<file path="src/design/tautrk_pkg.sv">
// ----------------------------------------------------------------------------
// tautrk_pkg: shared types and constants of the target angle unwrap tracker
// Holds the sequencer states, the fixed datapath widths and the arctangent
// table of the CORDIC in Q.30 radians.
// ----------------------------------------------------------------------------
package tautrk_pkg;

  localparam int CoordW   = 16;
  localparam int DiffW    = CoordW + 1;
  localparam int InScaleW = 8;
  localparam int XyW      = 28;
  localparam int ZW       = 34;
  localparam int WrapW    = 16;
  localparam int UnwrapW  = 32;
  localparam int DeltaW   = 18;
  localparam int CfgIdxW  = 2;
  localparam int CfgDataW = 16;
  localparam int AtanLen  = 24;
  localparam int IterCntW = 5;
  localparam int AngleQ   = 30;

  localparam logic [CfgIdxW-1:0] REG_CENTER_X = 2'd0;
  localparam logic [CfgIdxW-1:0] REG_CENTER_Y = 2'd1;

  localparam logic [CoordW-1:0] CENTER_X_RST = 16'd7680;
  localparam logic [CoordW-1:0] CENTER_Y_RST = 16'd5760;

  localparam longint PiQ30     = 64'sd3373259426;
  localparam longint HalfPiQ30 = 64'sd1686629713;

  typedef enum logic [2:0] {
    ST_IDLE,
    ST_PREP,
    ST_ITER,
    ST_ROUND,
    ST_UNWRAP,
    ST_DONE
  } tautrk_state_e;

  function automatic logic signed [ZW-1:0] atan_q30(input logic [IterCntW-1:0] idx);
    logic signed [ZW-1:0] v;
    case (idx)
      5'd0:    v = 34'sd843314857;
      5'd1:    v = 34'sd497837829;
      5'd2:    v = 34'sd263043837;
      5'd3:    v = 34'sd133525159;
      5'd4:    v = 34'sd67021687;
      5'd5:    v = 34'sd33543516;
      5'd6:    v = 34'sd16775851;
      5'd7:    v = 34'sd8388437;
      5'd8:    v = 34'sd4194283;
      5'd9:    v = 34'sd2097149;
      5'd10:   v = 34'sd1048576;
      5'd11:   v = 34'sd524288;
      5'd12:   v = 34'sd262144;
      5'd13:   v = 34'sd131072;
      5'd14:   v = 34'sd65536;
      5'd15:   v = 34'sd32768;
      5'd16:   v = 34'sd16384;
      5'd17:   v = 34'sd8192;
      5'd18:   v = 34'sd4096;
      5'd19:   v = 34'sd2048;
      5'd20:   v = 34'sd1024;
      5'd21:   v = 34'sd512;
      5'd22:   v = 34'sd256;
      5'd23:   v = 34'sd128;
      default: v = '0;
    endcase
    return v;
  endfunction

endpackage

</file>
<file path="src/design/target_angle_unwrap_tracker_core.sv">
// ----------------------------------------------------------------------------
// An accepted beat steps through the prep, iteration, round, unwrap and done
// states; a new beat is taken only in idle, once the last is done. The single
// shared shift-add CORDIC stage runs once per iteration; a held output beat
// stalls the sequencer in its last state until the output register frees.
// Reset: centers return to 7680/5760, the unwrap history clears, and the
// first beat after reset passes the wrapped angle through.
// ----------------------------------------------------------------------------
// target_angle_unwrap_tracker_core: centroid to atan2 angle with unwrapping
// Forms the offset from the rotation center, runs an iterative vectoring
// CORDIC, rounds and clamps the angle, then accumulates the unwrapped angle.
// ----------------------------------------------------------------------------
module target_angle_unwrap_tracker_core #(
  parameter int CORDIC_ITERATIONS = 16,
  parameter int ANGLE_FRAC_BITS   = 13
) (
  input  logic                              clk_i,
  input  logic                              rst_ni,
  input  logic                              cfg_we_i,
  input  logic [tautrk_pkg::CfgIdxW-1:0]    cfg_idx_i,
  input  logic [tautrk_pkg::CfgDataW-1:0]   cfg_data_i,
  input  logic                              in_valid_i,
  output logic                              in_ready_o,
  input  logic [tautrk_pkg::CoordW-1:0]     target_x_i,
  input  logic [tautrk_pkg::CoordW-1:0]     target_y_i,
  output logic                              out_valid_o,
  input  logic                              out_ready_i,
  output logic signed [tautrk_pkg::WrapW-1:0]   wrapped_angle_o,
  output logic signed [tautrk_pkg::UnwrapW-1:0] unwrapped_angle_o
);
  import tautrk_pkg::*;

  localparam int NumIter  = (CORDIC_ITERATIONS < AtanLen) ? CORDIC_ITERATIONS : AtanLen;
  localparam int RndShift = AngleQ - ANGLE_FRAC_BITS;
  localparam longint RndHalfInt = longint'(1) <<< (RndShift - 1);
  localparam longint PiQInt     = (PiQ30 + RndHalfInt) >>> RndShift;

  localparam logic [IterCntW-1:0] LastIter = IterCntW'(NumIter - 1);
  localparam logic signed [ZW-1:0] RndHalf = ZW'(RndHalfInt);
  localparam logic signed [ZW-1:0] PiQz    = ZW'(PiQInt);
  localparam logic signed [ZW-1:0] HalfPiZ = ZW'(HalfPiQ30);
  localparam logic signed [DeltaW-1:0] PiQd    = DeltaW'(PiQInt);
  localparam logic signed [DeltaW-1:0] TwoPiQd = DeltaW'(2 * PiQInt);
  localparam logic signed [UnwrapW:0] SatMax = {2'b00, {(UnwrapW-1){1'b1}}};
  localparam logic signed [UnwrapW:0] SatMin = {2'b11, {(UnwrapW-1){1'b0}}};

  tautrk_state_e state_q, state_d;

  logic [CoordW-1:0] cx_q, cy_q;
  logic [CoordW-1:0] tx_q, ty_q;
  logic signed [XyW-1:0] x_q, y_q, x_d, y_d;
  logic signed [ZW-1:0]  z_q, z_d;
  logic [IterCntW-1:0]   iter_q;
  logic                  zero_q;
  logic signed [WrapW-1:0]   wrapped_q;
  logic                      has_prev_q;
  logic signed [WrapW-1:0]   last_wrapped_q;
  logic signed [UnwrapW-1:0] last_unwrapped_q;
  logic                      out_valid_q;
  logic signed [WrapW-1:0]   out_wrapped_q;
  logic signed [UnwrapW-1:0] out_unwrapped_q;

  logic in_fire, load_out, iter_last;

  // offset and pre-rotation
  logic signed [DiffW-1:0] dx, dy;
  logic signed [XyW-1:0]   dx_s, dy_s;
  logic signed [XyW-1:0]   x_pre, y_pre;
  logic signed [ZW-1:0]    z_pre;

  assign dx   = $signed({1'b0, tx_q}) - $signed({1'b0, cx_q});
  assign dy   = $signed({1'b0, cy_q}) - $signed({1'b0, ty_q});
  assign dx_s = {{(XyW-DiffW-InScaleW){dx[DiffW-1]}}, dx, {InScaleW{1'b0}}};
  assign dy_s = {{(XyW-DiffW-InScaleW){dy[DiffW-1]}}, dy, {InScaleW{1'b0}}};

  always_comb begin
    if (dx_s[XyW-1]) begin
      if (!dy_s[XyW-1]) begin
        x_pre = dy_s;
        y_pre = -dx_s;
        z_pre = HalfPiZ;
      end else begin
        x_pre = -dy_s;
        y_pre = dx_s;
        z_pre = -HalfPiZ;
      end
    end else begin
      x_pre = dx_s;
      y_pre = dy_s;
      z_pre = '0;
    end
  end

  // shared shift-add stage
  logic signed [XyW-1:0] x_sh, y_sh, x_step, y_step;
  logic signed [ZW-1:0]  z_step, atan_v;
  logic                  y_neg;

  assign x_sh   = x_q >>> iter_q;
  assign y_sh   = y_q >>> iter_q;
  assign atan_v = atan_q30(iter_q);
  assign y_neg  = y_q[XyW-1];
  assign x_step = y_neg ? (x_q - y_sh) : (x_q + y_sh);
  assign y_step = y_neg ? (y_q + x_sh) : (y_q - x_sh);
  assign z_step = y_neg ? (z_q - atan_v) : (z_q + atan_v);

  always_comb begin
    x_d = x_q;
    y_d = y_q;
    z_d = z_q;
    case (state_q)
      ST_PREP: begin
        x_d = x_pre;
        y_d = y_pre;
        z_d = z_pre;
      end
      ST_ITER: begin
        x_d = x_step;
        y_d = y_step;
        z_d = z_step;
      end
      default: ;
    endcase
  end

  // round and clamp
  logic signed [ZW-1:0]    z_rnd, z_clamp;
  logic signed [WrapW-1:0] wrapped_d;

  assign z_rnd = (z_q + RndHalf) >>> RndShift;

  always_comb begin
    if (z_rnd > PiQz) begin
      z_clamp = PiQz;
    end else if (z_rnd < -PiQz) begin
      z_clamp = -PiQz;
    end else begin
      z_clamp = z_rnd;
    end
    wrapped_d = zero_q ? '0 : z_clamp[WrapW-1:0];
  end

  // unwrap
  logic signed [DeltaW-1:0]  delta0, delta1, delta2;
  logic signed [UnwrapW:0]   sum;
  logic signed [UnwrapW-1:0] unwrapped_d;

  always_comb begin
    delta0 = DeltaW'(wrapped_q) - DeltaW'(last_wrapped_q);
    delta1 = (delta0 > PiQd) ? (delta0 - TwoPiQd) : delta0;
    delta2 = (delta1 < -PiQd) ? (delta1 + TwoPiQd) : delta1;
    sum    = (UnwrapW+1)'(last_unwrapped_q) + (UnwrapW+1)'(delta2);
    if (!has_prev_q) begin
      unwrapped_d = UnwrapW'(wrapped_q);
    end else if (sum > SatMax) begin
      unwrapped_d = SatMax[UnwrapW-1:0];
    end else if (sum < SatMin) begin
      unwrapped_d = SatMin[UnwrapW-1:0];
    end else begin
      unwrapped_d = sum[UnwrapW-1:0];
    end
  end

  assign iter_last = (iter_q == LastIter);

  // next state
  always_comb begin
    state_d = state_q;
    case (state_q)
      ST_IDLE:   if (in_valid_i) state_d = ST_PREP;
      ST_PREP:   state_d = ST_ITER;
      ST_ITER:   if (iter_last) state_d = ST_ROUND;
      ST_ROUND:  state_d = ST_UNWRAP;
      ST_UNWRAP: state_d = ST_DONE;
      ST_DONE:   if (!out_valid_q || out_ready_i) state_d = ST_IDLE;
      default:   state_d = ST_IDLE;
    endcase
  end

  // sequencer outputs
  always_comb begin
    in_ready_o = 1'b0;
    load_out   = 1'b0;
    case (state_q)
      ST_IDLE: in_ready_o = 1'b1;
      ST_DONE: load_out   = !out_valid_q || out_ready_i;
      default: ;
    endcase
  end

  assign in_fire = in_valid_i && in_ready_o;

  always_ff @(posedge clk_i or negedge rst_ni) begin
    if (!rst_ni) begin
      state_q          <= ST_IDLE;
      cx_q             <= CENTER_X_RST;
      cy_q             <= CENTER_Y_RST;
      iter_q           <= '0;
      has_prev_q       <= 1'b0;
      last_wrapped_q   <= '0;
      last_unwrapped_q <= '0;
      out_valid_q      <= 1'b0;
    end else begin
      state_q <= state_d;
      if (cfg_we_i) begin
        case (cfg_idx_i)
          REG_CENTER_X: cx_q <= cfg_data_i;
          REG_CENTER_Y: cy_q <= cfg_data_i;
          default: ;
        endcase
      end
      if (state_q == ST_PREP) begin
        iter_q <= '0;
      end else if (state_q == ST_ITER) begin
        iter_q <= iter_q + 1'b1;
      end
      if (state_q == ST_UNWRAP) begin
        has_prev_q       <= 1'b1;
        last_wrapped_q   <= wrapped_q;
        last_unwrapped_q <= unwrapped_d;
      end
      if (load_out) begin
        out_valid_q <= 1'b1;
      end else if (out_ready_i) begin
        out_valid_q <= 1'b0;
      end
    end
  end

  always_ff @(posedge clk_i) begin
    if (in_fire) begin
      tx_q <= target_x_i;
      ty_q <= target_y_i;
    end
    if (state_q == ST_PREP) begin
      zero_q <= (dx == '0) && (dy == '0);
    end
    x_q <= x_d;
    y_q <= y_d;
    z_q <= z_d;
    if (state_q == ST_ROUND) begin
      wrapped_q <= wrapped_d;
    end
    if (load_out) begin
      out_wrapped_q   <= last_wrapped_q;
      out_unwrapped_q <= last_unwrapped_q;
    end
  end

  assign out_valid_o       = out_valid_q;
  assign wrapped_angle_o   = out_wrapped_q;
  assign unwrapped_angle_o = out_unwrapped_q;

  a_hist_kept: assert property (@(posedge clk_i) disable iff (!rst_ni)
    has_prev_q |=> has_prev_q)
    else $error("unwrap history lost");

  a_accept_prep: assert property (@(posedge clk_i) disable iff (!rst_ni)
    in_fire |=> (state_q == ST_PREP))
    else $error("accepted beat did not start the sequencer");

  a_iter_bound: assert property (@(posedge clk_i) disable iff (!rst_ni)
    (state_q == ST_ITER) |-> (iter_q <= LastIter))
    else $error("iteration count overran");

  a_wrap_range: assert property (@(posedge clk_i) disable iff (!rst_ni)
    out_valid_o |-> ((DeltaW'(wrapped_angle_o) <= PiQd) &&
                     (DeltaW'(wrapped_angle_o) >= -PiQd)))
    else $error("wrapped angle outside of pi range");

endmodule
</file>
<file path="config.mk">
export PLATFORM = sky130hd
export DESIGN_NAME = target_angle_unwrap_tracker_core
export DESIGN_NICKNAME = d
export VERILOG_FILES = /design/src/design/tautrk_pkg.sv /design/src/design/target_angle_unwrap_tracker_core.sv
export SDC_FILE = /design/constraint.sdc
export NUM_CORES = 1
export LEC_CHECK = 0
export BUFFER_PORTS_ARGS = -buffer_cell sky130_fd_sc_hd__buf_4
export CAP_MARGIN = 20
export CORE_ASPECT_RATIO = 1.25
export CORE_MARGIN = 2
export CORE_UTILIZATION = 50
export DETAILED_ROUTE_END_ITERATION = 16
export MAX_ROUTING_LAYER = met4
export PLACE_DENSITY = 0.67
export SLEW_MARGIN = 40
export SYNTH_ARGS = -nofsm -noshare
export SYNTH_HDL_FRONTEND = slang
export SYNTH_SLANG_ARGS = --single-unit
</file>
<file path="constraint.sdc">
create_clock -name clk_i -period 8.6 [get_ports clk_i]
set_input_delay 1.72 -clock clk_i [delete_from_list [all_inputs] [get_ports clk_i]]
set_output_delay 1.72 -clock clk_i [all_outputs]
set_load 0.03 [all_outputs]
</file>
==> qor.yml <==
status: "complete, no violations"
routabilityCongestion: 1.007
synth_cell_type_count: 107
initial_core_util_pct: 50.83
fin_crit_ns: 7.982
synth_ff_type: "edfxtp_1"
first_pass_iters: 5
grt_util_all_layers_pct: 28.81
finalWirelength_um: 76520
multiInputGateArea_um2: 17050
fin_crit_sh_pct: 92.82
r2r_cells: 26
slew_headroom_pct: 42.34
synth_area_um2: 26260
antenna_cells: 0
post_cts_buffers: 0
hp-class: "flop to flop"
ys_async_sr_fraction_pct: 32.49
r2r_end: "x_q[27]$_DFFE_PP_"
path_common_cell: "a21oi_1"
synth_most_common_cell: "nand2_1"
rsz0062_at_grt: "no"
h-tree-depth: 1
remaining_drc_errors: 0
clkTransAtPathRegs_ns: 0.06
clock_skew_ns: 0.01619
grt_pass1_vias: 22510
num_rows: 93
cts_buffers: 31
area.growth.synth_to_final_pct: 8.633
syn_area_per_cell_um2: 9.040
fillers: 4670
yosysSeqAreaShare_pct: 30.00
core_area_um2: 51660
portBuffers: 104
overflow: 0
r2r_start: "iter_q[0]$_DFFE_PN0P_"
die_h_um: 260.2
synth_top_area_share_pct: 21.38
seqCellArea_um2: 7881
grt_pass1_wl_um: 121800
worstSetupEndpoint: "x_q[27]$_DFFE_PP_"
ys_top_cells_by_count: "nand2_1 (262), a21oi_1 (255), o21ai_0 (228)"
fin_nets: 3207
clock_latency_ns: 0.61
worstMarginPinSlew_ns: 0.8582
start_kind: "flop"
fmax_ghz: 0.1253
synth_top_cell_by_area: "edfxtp_1"
critPathMaxStageDelay_ns: 0.85
crit_start: "iter_q[0]$_DFFE_PN0P_"
critical_path_depth: 26
io_pins: 105
synthCells: 2905
path_class: "flop to flop"
root_buffer: "clkbuf_16"
cap_violations: 0
grt_max_degree: 72
avgViaCountPerCell: 6.232
crit_required_ns: 8.93
routed-via-count: 22730
hpwl_um: 58140
setup_violations: 0
avgRoutedWirePerCell_um: 20.98
synthTopCellsByArea: "edfxtp_1 (21%), ha_1 (9.0%), dfrtp_1 (7.8%)"
finalHoldViolCount: 0
holdPathStages: 0
die_area_um2: 54380
ys_warn_count: 0
arrival_ns: 8.32
drtIter0Drc: 1741
r2r_setup_slack_ns: 0.62
cpMaxStageDelayCell: "dfrtp_2"
clock_sinks: 277
drv_slew: 0
synth_edf_count: 187
cts_max_path_buffers: 3
critPathBufInv: 4
path_delay_family: "compound AO/OA/AOI/OAI gates"
final.setup.tns_ns: 0
synth_seq_cells: 277
die_x_um: 209.0
antenna_found_initial: 0
postRouteAntennaNets: 0
critPathCaptureType: "flop"
drive_gt1_share_pct: 12.68
crit_fanout: 29
cts_tree: "built"
synth_fp_nets: 3155
-- registers in the layout, summed over array words and instances, names as in the netlist --
name               cells
z_q                   34
last_unwrapped_q      32
unwrapped_angle_o     32
x_q                   28
y_q                   28
cx_q                  16
cy_q                  16
last_wrapped_q        16
tx_q                  16
ty_q                  16
wrapped_angle_o       16
wrapped_q             16
iter_q                 5
state_q                3
has_prev_q             1
out_valid_o            1
zero_q                 1
-- worst min-delay path by stage --
stage                                         from                             to  slack [ns]
detailed placement   last_wrapped_q[8]$_DFFE_PN0P_   wrapped_angle_o[8]$_DFFE_PP_        0.43
finish              last_wrapped_q[14]$_DFFE_PN0P_  wrapped_angle_o[14]$_DFFE_PP_        0.44
global placement     last_wrapped_q[5]$_DFFE_PN0P_   wrapped_angle_o[5]$_DFFE_PP_        0.43
CTS                  last_wrapped_q[8]$_DFFE_PN0P_   wrapped_angle_o[8]$_DFFE_PP_        0.45
global route         last_wrapped_q[8]$_DFFE_PN0P_   wrapped_angle_o[8]$_DFFE_PP_        0.45
floorplan           last_wrapped_q[10]$_DFFE_PN0P_  wrapped_angle_o[10]$_DFFE_PP_        0.42
-- cell families after synthesis --
| group | count (synthesis) | share of synthesized area, % |
|---|---|---|
| buf+inv | 287 | 5.379 |
| compound gates | 910 | 22.11 |
| xor+xnor | 263 | 8.771 |
| mux | 128 | 8.605 |
| flops | 277 | 30.00 |
| simple gates | 842 | 15.53 |
| fa+ha+maj | 198 | 9.605 |
-- metal layers --
metal	part of all wire (%)	track usage (%)
met4	5.5	14.78
met5	0	-
met3	4.5	2.572
met1	39	32.67
met2	51	50.85
-- cell type report --
class                   instances  share of cell area, %
inverters                     151                  2.000
well taps                     665                  2.917
repair buffers                155                  4.127
clock buffers                  42                  3.004
multi-input cells            2341                  59.76
clock inverters                16                 0.5658
flip-flops and latches        277                  27.63
-- timing repair --
action / CTS / global route
gates resized for setup: 0 / 8
setup endpoints to repair: 0 / 31
hold buffers: 0 / 0
-- cell usage in the layout (no fill, tap or decap), types with 25 or more instances in the layout --
cell	instances
nor2b_1	25
a31oi_1	39
nor2_1	200
edfxtp_1	187
inv_1	148
mux4_2	49
a21o_1	85
buf_4	152
xnor2_1	159
o211ai_1	41
nand3_1	72
dfrtp_1	79
o21ai_0	227
xor2_1	104
mux2_2	33
a21oi_1	254
clkbuf_16	31
nor3_1	74
o21a_1	30
nand2b_1	35
ha_1	187
mux2i_1	26
a211oi_1	25
nand2_1	261
-- metrics by stage --
step / hold WS [ns] / area, um2 / utilization [%] / cells / setup slack, ns
2_1_floorplan: 0.4249 / 26260 / - / 2905 / 0.8982
3_3_place_gp: 0.4266 / 27450 / 53.12 / 3588 / 0.6236
3_5_place_dp: 0.4305 / 27450 / 53.14 / 3588 / 0.5493
4_1_cts: 0.4451 / 28470 / 55.11 / 3646 / 0.5243
5_1_grt: 0.4487 / 28530 / 55.22 / 3647 / 0.07882
6_report: 0.4450 / 28530 / 55.22 / 3647 / 0.6175
Power is not shown: default switching activity piles up to over one toggle a cycle in this logic, so the estimate is an artifact.
